### config.mk
export PLATFORM = sky130hd
export DESIGN_NAME = led_palette_flash_timer_unit
export DESIGN_NICKNAME = d
export VERILOG_FILES = /design/src/design/lpft_pkg.sv /design/src/design/lpft_cell.sv /design/src/design/led_palette_flash_timer_unit.sv
export SDC_FILE = /design/constraint.sdc
export NUM_CORES = 1
export LEC_CHECK = 0
export BUFFER_PORTS_ARGS = -buffer_cell sky130_fd_sc_hd__buf_2
export CAP_MARGIN = 20
export CORE_MARGIN = 2
export CORE_UTILIZATION = 45
export DETAILED_ROUTE_END_ITERATION = 6
export PLACE_DENSITY = 0.65
export SYNTH_ARGS = -nofsm -noshare
export SYNTH_HDL_FRONTEND = slang
export SYNTH_HIERARCHICAL = 1
export SYNTH_SLANG_ARGS = --single-unit
### constraint.sdc
create_clock -name i_clk -period 3.56 [get_ports i_clk]
set_input_delay 0.712 -clock i_clk [delete_from_list [all_inputs] [get_ports i_clk]]
set_output_delay 0.712 -clock i_clk [all_outputs]
set_load 0.1 [all_outputs]
### src/design/lpft_pkg.sv
// shared types, constants and color expansion for the led palette flash timer
package lpft_pkg;

    localparam int NUM_LEDS      = 8;
    localparam int LED_IDX_W     = 3;
    localparam int PALETTE_DEPTH = 8;
    localparam int PADDR_W       = 3;

    localparam logic [15:0] FLASH_MS_RESET = 16'd300;
    localparam logic [7:0]  DIM_LEVEL      = 8'd30;

    // rgb565 palette
    localparam logic [15:0] PALETTE_ROM [PALETTE_DEPTH] = '{
        16'hF800, 16'h07E0, 16'h001F, 16'hFFE0,
        16'h07FF, 16'hF81F, 16'hFD20, 16'hFFFF
    };

    // register index of flash_ms on the apb port
    localparam logic REG_FLASH_MS = 1'b0;

    typedef enum logic [2:0] {
        OP_SET_COLOR = 3'd0,
        OP_TRIGGER   = 3'd1,
        OP_TICK      = 3'd2,
        OP_CLEAR     = 3'd3,
        OP_DIM       = 3'd4
    } t_op;

    typedef struct packed {
        logic [2:0]  op;
        logic [7:0]  led_index;
        logic [7:0]  color_index;
        logic [31:0] now_ms;
    } t_in_item;

    typedef struct packed {
        logic [2:0] pixel_index;
        logic [7:0] red;
        logic [7:0] green;
        logic [7:0] blue;
        logic       last;
    } t_out_item;

    typedef struct packed {
        logic [7:0] red;
        logic [7:0] green;
        logic [7:0] blue;
    } t_rgb;

    // broadcast from the controller to every cell
    typedef struct packed {
        logic                 load_color;
        logic                 arm;
        logic                 tick;
        logic                 adv;
        logic [LED_IDX_W-1:0] led;
        logic [7:0]           color;
        logic [31:0]          deadline;
        logic [31:0]          now;
    } t_cell_cmd;

    // per-cell status back to the controller
    typedef struct packed {
        logic emit;
        logic last;
    } t_cell_stat;

    // rgb565 entry expanded to 8 bits per channel, black for indexes off the rom
    function automatic t_rgb expand_color(input logic [7:0] idx);
        logic [15:0] c;
        logic [15:0] r_w;
        logic [15:0] g_w;
        logic [15:0] b_w;
        t_rgb        rgb;
        c   = PALETTE_ROM[idx[2:0]];
        r_w = 16'(c[15:11]) * 16'd527 + 16'd23;
        g_w = 16'(c[10:5]) * 16'd259 + 16'd33;
        b_w = 16'(c[4:0]) * 16'd527 + 16'd23;
        rgb = '0;
        if (idx < 8'(PALETTE_DEPTH)) begin
            rgb.red   = r_w[13:6];
            rgb.green = g_w[13:6];
            rgb.blue  = b_w[13:6];
        end
        return rgb;
    endfunction

endpackage

### src/design/lpft_cell.sv
// one led cell: palette choice, deadline, armed and due flags, scan token
module lpft_cell
    import lpft_pkg::*;
(
    input  logic                 i_clk,
    input  logic                 i_rst_n,
    input  logic [LED_IDX_W-1:0] i_cell_id,
    input  t_cell_cmd            i_cmd,
    input  logic                 i_token,
    output logic                 o_token,
    input  logic                 i_due_later,
    output logic                 o_due_chain,
    output logic [7:0]           o_color,
    output t_cell_stat           o_stat
);

    logic        r_token;
    logic        r_armed;
    logic        r_due;
    logic [7:0]  r_color;
    logic [31:0] r_deadline;
    logic        w_sel;
    logic        w_emit;

    assign w_sel  = (i_cmd.led == i_cell_id);
    assign w_emit = r_token && r_due;

    always_ff @(posedge i_clk) begin
        if (!i_rst_n) begin
            r_token <= 1'b0;
            r_armed <= 1'b0;
            r_due   <= 1'b0;
            r_color <= 8'(i_cell_id);
        end else begin
            if (i_cmd.adv) begin
                r_token <= i_token;
            end
            if (i_cmd.load_color && w_sel) begin
                r_color <= i_cmd.color;
            end
            if (i_cmd.arm && w_sel) begin
                r_armed <= 1'b1;
            end else if (w_emit && i_cmd.adv) begin
                r_armed <= 1'b0;
            end
            // due flags are snapshot when the tick is taken
            if (i_cmd.tick) begin
                r_due <= r_armed && (i_cmd.now >= r_deadline);
            end else if (w_emit && i_cmd.adv) begin
                r_due <= 1'b0;
            end
        end
    end

    always_ff @(posedge i_clk) begin
        if (i_cmd.arm && w_sel) begin
            r_deadline <= i_cmd.deadline;
        end
    end

    assign o_token     = r_token;
    assign o_due_chain = r_due || i_due_later;
    assign o_color     = r_color;
    assign o_stat.emit = w_emit;
    assign o_stat.last = !i_due_later;

endmodule

### src/design/led_palette_flash_timer_unit.sv
// top level of the led palette flash timer: decode, cell chain, output register, apb
// writes: set color gives no output; trigger, clear and dim show their pixel write
//   on o_valid in the cycle after the input transaction
// tick: a scan token walks the cell chain one led per cycle, holding on a due led while
//   the output side stalls; no transaction is taken until the scan is done
// throughput: one transaction per cycle while no scan runs and the output side keeps up
// reset (synchronous, active low): flash_ms = 300, palette choice of led i = i, all disarmed
module led_palette_flash_timer_unit
    import lpft_pkg::*;
(
    input  logic               i_clk,
    input  logic               i_rst_n,
    // input transactions
    input  logic               i_valid,
    output logic               o_ready,
    input  t_in_item           i_data,
    // pixel write transactions
    output logic               o_valid,
    input  logic               i_ready,
    output t_out_item          o_data,
    // apb configuration port
    input  logic               psel,
    input  logic               penable,
    input  logic               pwrite,
    input  logic [PADDR_W-1:0] paddr,
    input  logic [31:0]        pwdata,
    output logic [31:0]        prdata,
    output logic               pready
);

    logic [15:0] r_flash_ms;
    logic        r_out_valid;
    t_out_item   r_out;

    logic        w_accept;
    logic        w_busy;
    logic        w_out_free;
    logic        w_led_ok;
    logic        w_single;
    t_out_item   w_single_item;
    t_rgb        w_rgb;
    t_cell_cmd   w_cmd;

    logic                 w_token     [NUM_LEDS+1];
    logic                 w_due_chain [NUM_LEDS+1];
    logic [7:0]           w_color     [NUM_LEDS];
    t_cell_stat           w_stat      [NUM_LEDS];
    logic [NUM_LEDS-1:0]  w_token_vec;

    logic                 w_any_emit;
    logic                 w_emit_last;
    logic [LED_IDX_W-1:0] w_emit_idx;

    // ---------------------------------------------------------------
    // apb register: flash_ms only
    // ---------------------------------------------------------------
    assign pready = 1'b1;

    always_ff @(posedge i_clk) begin
        if (!i_rst_n) begin
            r_flash_ms <= FLASH_MS_RESET;
        end else if (psel && penable && pwrite && pready && (paddr[2] == REG_FLASH_MS)) begin
            r_flash_ms <= pwdata[15:0];
        end
    end

    assign prdata = (paddr[2] == REG_FLASH_MS) ? {16'b0, r_flash_ms} : 32'b0;

    // ---------------------------------------------------------------
    // handshake: no transaction is taken while a tick scan runs;
    // the output register frees up in the same cycle it is drained
    // ---------------------------------------------------------------
    assign w_out_free = !r_out_valid || i_ready;
    assign o_ready    = !w_busy && w_out_free;
    assign w_accept   = i_valid && o_ready;

    assign w_led_ok = (i_data.led_index < 8'(NUM_LEDS));

    // palette choice of the addressed led, then rom lookup and expansion
    assign w_rgb = expand_color(w_color[i_data.led_index[LED_IDX_W-1:0]]);

    always_comb begin
        w_single      = 1'b0;
        w_single_item = '0;
        w_single_item.pixel_index = i_data.led_index[LED_IDX_W-1:0];
        w_single_item.last        = 1'b1;
        case (i_data.op)
            OP_TRIGGER: begin
                w_single = w_led_ok;
                w_single_item.red   = w_rgb.red;
                w_single_item.green = w_rgb.green;
                w_single_item.blue  = w_rgb.blue;
            end
            OP_CLEAR: begin
                w_single = w_led_ok;
            end
            OP_DIM: begin
                w_single = w_led_ok;
                w_single_item.red   = DIM_LEVEL;
                w_single_item.green = DIM_LEVEL;
                w_single_item.blue  = DIM_LEVEL;
            end
            default: begin
                w_single = 1'b0;
            end
        endcase
    end

    // ---------------------------------------------------------------
    // command broadcast to the cells
    // ---------------------------------------------------------------
    always_comb begin
        w_cmd            = '0;
        w_cmd.load_color = w_accept && (i_data.op == OP_SET_COLOR) && w_led_ok;
        w_cmd.arm        = w_accept && (i_data.op == OP_TRIGGER) && w_led_ok;
        w_cmd.tick       = w_accept && (i_data.op == OP_TICK);
        // the scan token holds on a due led until the output register can take it
        w_cmd.adv        = !w_any_emit || w_out_free;
        w_cmd.led        = i_data.led_index[LED_IDX_W-1:0];
        w_cmd.color      = i_data.color_index;
        w_cmd.deadline   = i_data.now_ms + {16'b0, r_flash_ms};
        w_cmd.now        = i_data.now_ms;
    end

    // a tick drops the token into the first cell
    assign w_token[0]               = w_cmd.tick;
    assign w_due_chain[NUM_LEDS]    = 1'b0;

    // ---------------------------------------------------------------
    // cell chain: token runs toward higher indexes, due flags of later
    // cells run back so each cell knows whether it writes last
    // ---------------------------------------------------------------
    for (genvar k = 0; k < NUM_LEDS; k++) begin : g_cell
        lpft_cell u_cell (
            .i_clk       (i_clk),
            .i_rst_n     (i_rst_n),
            .i_cell_id   (LED_IDX_W'(k)),
            .i_cmd       (w_cmd),
            .i_token     (w_token[k]),
            .o_token     (w_token[k+1]),
            .i_due_later (w_due_chain[k+1]),
            .o_due_chain (w_due_chain[k]),
            .o_color     (w_color[k]),
            .o_stat      (w_stat[k])
        );
        assign w_token_vec[k] = w_token[k+1];
    end

    assign w_busy = |w_token_vec;

    // at most one cell holds the token, so or-ing the requests is a mux
    always_comb begin
        w_any_emit  = 1'b0;
        w_emit_last = 1'b0;
        w_emit_idx  = '0;
        for (int k = 0; k < NUM_LEDS; k++) begin
            w_any_emit  = w_any_emit | w_stat[k].emit;
            w_emit_last = w_emit_last | (w_stat[k].emit & w_stat[k].last);
            w_emit_idx  = w_emit_idx | (w_stat[k].emit ? LED_IDX_W'(k) : '0);
        end
    end

    // ---------------------------------------------------------------
    // output register
    // ---------------------------------------------------------------
    always_ff @(posedge i_clk) begin
        if (!i_rst_n) begin
            r_out_valid <= 1'b0;
        end else if ((w_accept && w_single) || (w_any_emit && w_out_free)) begin
            r_out_valid <= 1'b1;
        end else if (i_ready) begin
            r_out_valid <= 1'b0;
        end
    end

    always_ff @(posedge i_clk) begin
        if (w_accept && w_single) begin
            r_out <= w_single_item;
        end else if (w_any_emit && w_out_free) begin
            // scan writes are always black
            r_out <= {w_emit_idx, 24'd0, w_emit_last};
        end
    end

    assign o_valid = r_out_valid;
    assign o_data  = r_out;

    // ---------------------------------------------------------------
    // assertions
    // ---------------------------------------------------------------
    a_token_onehot: assert property (@(posedge i_clk) disable iff (!i_rst_n)
        $onehot0(w_token_vec))
        else $error("more than one scan token in the cell chain");

    a_tick_starts_scan: assert property (@(posedge i_clk) disable iff (!i_rst_n)
        w_cmd.tick |=> w_token_vec[0])
        else $error("tick did not start a scan at the first cell");

    a_emit_only_busy: assert property (@(posedge i_clk) disable iff (!i_rst_n)
        w_any_emit |-> w_busy)
        else $error("pixel write requested outside a scan");

    a_emit_loads_out: assert property (@(posedge i_clk) disable iff (!i_rst_n)
        (w_any_emit && w_out_free) |=>
            (r_out_valid && (r_out.last == $past(w_emit_last))
             && (r_out.pixel_index == $past(w_emit_idx))))
        else $error("scan write not captured in the output register");

endmodule

**After elaboration in Yosys (flattened, before gate mapping)**

Memory sizes are Yosys's and may differ from the RTL's.
Index checks and enable logic that the tools add are counted.

- Register bits: 389
- Bits in read-only memories: 128
- Input bits: 93
- Output and inout bits: 63
- Logic and storage cells: 245
- Memories kept: 1

- $add $sub $neg: 4
- Multipliers: 3
- $lt $le $gt $ge: 12
- Equality and inequality tests: 11
- Multiplexer cells: 44
- Bitwise logic cells: 30
- Reductions and logical operators: 93

Memories:

| memory | depth | bits a word | rd ports | clocked after memory_dff | wr ports | line | source |
|---|---|---|---|---|---|---|---|
| (no name shown) | 8 | 16 | 1 | 0 | 0 | lpft_pkg.sv:75 | `c = PALETTE_ROM[idx[2:0]];` |

Operator list:

| cell | count |
|---|---|
| 32-bit greater-or-equal comparator | 8 |
| 28-bit 2-to-1 mux | 2 |
| 1-bit logical AND | 52 |
| 16-bit 2-to-1 mux | 3 |
| 24-bit one-hot mux with 2 select lines | 1 |
| 2-bit nonzero test | 18 |
| 32-bit by 16-bit adder with 32-bit output | 1 |
| 14-bit by 5-bit adder with 14-bit output (second input constant) | 2 |
| 5-bit by 10-bit multiplier with 14-bit output (second input constant) | 2 |
| 1-bit 2-to-1 mux | 28 |
| 8-bit binary-select mux with 3-bit select | 1 |
| 24-bit 2-to-1 mux | 1 |
| 8-bit by 4-bit < comparator with 1-bit output (second input constant) | 2 |
| 8-bit 2-to-1 mux | 2 |
| 3-bit == test (second input constant) | 5 |
| 14-bit by 6-bit adder with 14-bit output (second input constant) | 1 |
| 6-bit by 9-bit multiplier with 14-bit output (second input constant) | 1 |
| 1-bit bitwise OR | 14 |
| 3-bit by 2-bit == test with 1-bit output (second input constant) | 4 |
| 3-bit 2-to-1 mux | 4 |
| 1-bit zero test | 10 |
| 1-bit logical OR | 9 |
| 3-bit bitwise OR | 3 |
| 4-bit greater-or-equal comparator (second input constant) | 2 |
| other kinds (11) | 21 |

**Logic depth before layout (Yosys ltp)**

- Depth in word-level cells: 17
- Gate-level depth with buffers: 12
- Depth with buffers taken out: 12

**By module**

The synthesis kept the hierarchy.

Modules (own cells, without submodules):

| module | instances | cells each | area each (µm²) |
|---|---|---|---|
| lpft_cell | 8 | 188 | 2275.9 |
| led_palette_flash_timer_unit | 1 | 392 | 3251.9 |

**Worst setup path before layout**

OpenSTA, ideal clock, no wires.

- Kind: register -> register
- From: register r_out_valid, in the netlist o_valid
- To: register g_cell[0].u_cell.r_color[0] (enable)
- Arrival: 3343 ps
- Data required time: 3252 ps
- Setup slack: -91 ps
- Stages on the path, launching flop included: 7
- Path buffers: 0
- Cells stage by stage: dfxtp_1 > nor2b_1 > nor3_4 > nand3_1 > nor4_1 > nand2_1 > nand2_1

RTL lines:

| item | line | source |
|---|---|---|
| start, declared | led_palette_flash_timer_unit.sv:32 | `logic r_out_valid;` |
| start signal, assigned | led_palette_flash_timer_unit.sv:168 | `r_out_valid <= 1'b0;` |
| start signal, assigned | led_palette_flash_timer_unit.sv:170 | `r_out_valid <= 1'b1;` |
| start signal, assigned | led_palette_flash_timer_unit.sv:172 | `r_out_valid <= 1'b0;` |
| end signal, assigned | lpft_cell.sv:33 | `r_color <= 8'(i_cell_id);` |
| end signal, assigned | lpft_cell.sv:39 | `r_color <= i_cmd.color;` |
| end, declared | lpft_cell.sv:20 | `logic [7:0] r_color;` |

==> key figures <==
Flow run
  • Max-cap violations: 0

STA
  • Final Hold Viols: 0
  • Max-slew violations: 0
  • Fmax: a little over 300 MHz
  • Worst setup margin: 339 ps
  • RSZ-0062 raised after global routing: false
  • Max transition margin: 0.388
  • Worst slew pin tran: slightly above 900 ps
  • Setup Skew: around 22 ps
  • Final worst-path cycle share: 0.905
  • Tmin final: 3220 ps
  • Hold Slack: about 340 ps
  • Setup violators final: 0

Route
  • Via Count: 14778
  • Mean number of vias per cell: 5.35
  • Post-DRT Antenna Nets: 0
  • Detailed Route Iter0 Violations: 887
  • DRC: 0
  • TritonRoute pass-1 iters: 5
  • Drt wl/cell: 18.9 um
  • Post-Route WL: 52.3 mm

Clocking
  • Hold buffers post-CTS: 0
  • CTS tree: yes
  • CTS Root Cell: clkbuf_16
  • TritonCTS buffer count: 41
  • Postcts setup bufs: 0
  • Sink Count: 373
  • H-tree levels: 2
  • Max Root-Sink Buffers: 3
  • Clock slew at reported path FFs: around 60 ps
  • Latest clock arrival within the worst-skew pair: 590 ps
  • Cts repair resizes: 0

Worst setup path
  • Crit. End Element: flop
  • Crit-path max FO: 8
  • Data required, critical path: 3860 ps
  • Worst EP arrival: 3520 ps
  • Max stage delay cell, worst path: xnor2_1
  • Crit path buf inv count: 2
  • CP delay by family, top: compound AO/OA/AOI/OAI gates
  • Crit path kind: flop to flop
  • Worst path max stage delay: 450 ps
  • Most frequent cell on the critical path: buf_4
  • CP cell instances: ha_1 -> fa_1 -> a211oi_1 -> o21ai_0 -> a32o_1 -> a311oi_2 -> buf_4 -> buf_4 -> nor2_1 -> xnor2_1
  • Startpoint types: flop

Logic synthesis
  • Mapped Area: 21500 um2
  • Syn Inst Count: about 1900
  • Synthesis Warnings: 6
  • Avg Cell Area, Syn: 11.3 um2

Die
  • Die area: between 40000 and 50000 um2
  • Chip Height: about 220 um
  • Std cell rows: 80
  • Core box area: 47400 um2
  • I/O pin cnt: 156
  • Die width: 222 um
  • Starting density of the core: 0.452

Layout
  • Final nets: 2484
  • ANT cells: 0
  • Most frequent cells in the layout: edfxtp_1 (291), inv_1 (287), ha_1 (276)
  • Commonest non-fill, non-tap cell in the layout: edfxtp_1
  • Share of cells above drive strength 1: 0.146
  • Area grow syn2layout: 14.5%
  • Final instance area: about 25000 um2

Pwr
  • PD cells: between 400 and 500 nW/um2
  • Leak pwr: approximately 11 nW
  • Power Total: between 10 and 15 mW
  • Max rail drop VDD: 0.000290 V

Place
  • Pre-CTS setup slack: -130 ps
  • DP Area: around 23000 um2
  • Port bufs: 120
  • Final HPWL DP: 37.5 mm
  • GP Congestion: 0.872

Global routing
  • Vias in the first global route: between 10000 and 15000
  • Largest net degree at the start of global routing: 67
  • Initial antenna violation count: 0
  • First-pass GRT wire length: 80.9 mm
  • Global Route Usage Sum: 0.213
  • Gr ovfl total: 0

Run status
  • Status: finished, final reports clean

Min path
  • Worst min-delay path category: input pin to flop
==> power breakdown <==
group	switching [mW]	internal [mW]	total [mW]
sequential	0.0175	4.77	4.78
combinational	0.694	0.349	1.04
clock	1.81	2.58	4.39
==> state kept, by name, indices dropped and copies added, names as in the netlist <==
signal and count:
g_cell.u_cell/o_color 64, g_cell.u_cell/o_token 8, g_cell.u_cell/r_armed 8, g_cell.u_cell/r_deadline 256, g_cell.u_cell/r_due 8, o_data 12, o_valid 1, r_flash_ms 16
==> stage by stage <==
step,utilization,setup TNS [ps],instances
floorplan,-,-551,1960
detailed placement,0.489,-3570,2686
finish,0.518,0,2762
global placement,0.489,-2140,2686
CTS,0.518,0,2762
global route,0.518,0,2762
==> routing by layer <==
layer  vias to the layer above  global-route usage  share of wire
met1                      7150               0.275           0.44
met2                       334               0.365           0.48
li1                       7199                   -              -
met3                        95              0.0356          0.049
met4                         0              0.0723          0.031
met5                         -                   0              0
==> final cells by class <==
class                           instances  area, um2
Fill cell                            4234      22900
Sequential cell                       373      10400
Multi-Input combinational cell       1239       9840
Timing Repair Buffer                  172       1110
Clock buffer                           54       1100
Inverter                              287       1080
Tap cell                              615        769
Clock inverter                         22        284
==> worst min-delay path, stage by stage <==
cell and delay, ps:
buf_2 70, nand2_1 40, nand3_1 60
==> final timing paths <==
| check | slack, ps | startpoint | depth (start not counted) | to |
|---|---|---|---|---|
| max | 340 | r_flash_ms[0]$_SDFFE_PN0P_ | 10 | g_cell[3].u_cell/r_deadline[24]$_DFFE_PP_ |
| min | 340 | pwdata[3] | 3 | r_flash_ms[3]$_SDFFE_PN1P_ |
| max reg2reg | 340 | r_flash_ms[0]$_SDFFE_PN0P_ | 10 | g_cell[3].u_cell/r_deadline[24]$_DFFE_PP_ |
| min reg2reg | 480 | r_flash_ms[4]$_SDFFE_PN0P_ | 2 | r_flash_ms[4]$_SDFFE_PN0P_ |
(Power assumes the default switching activity.)
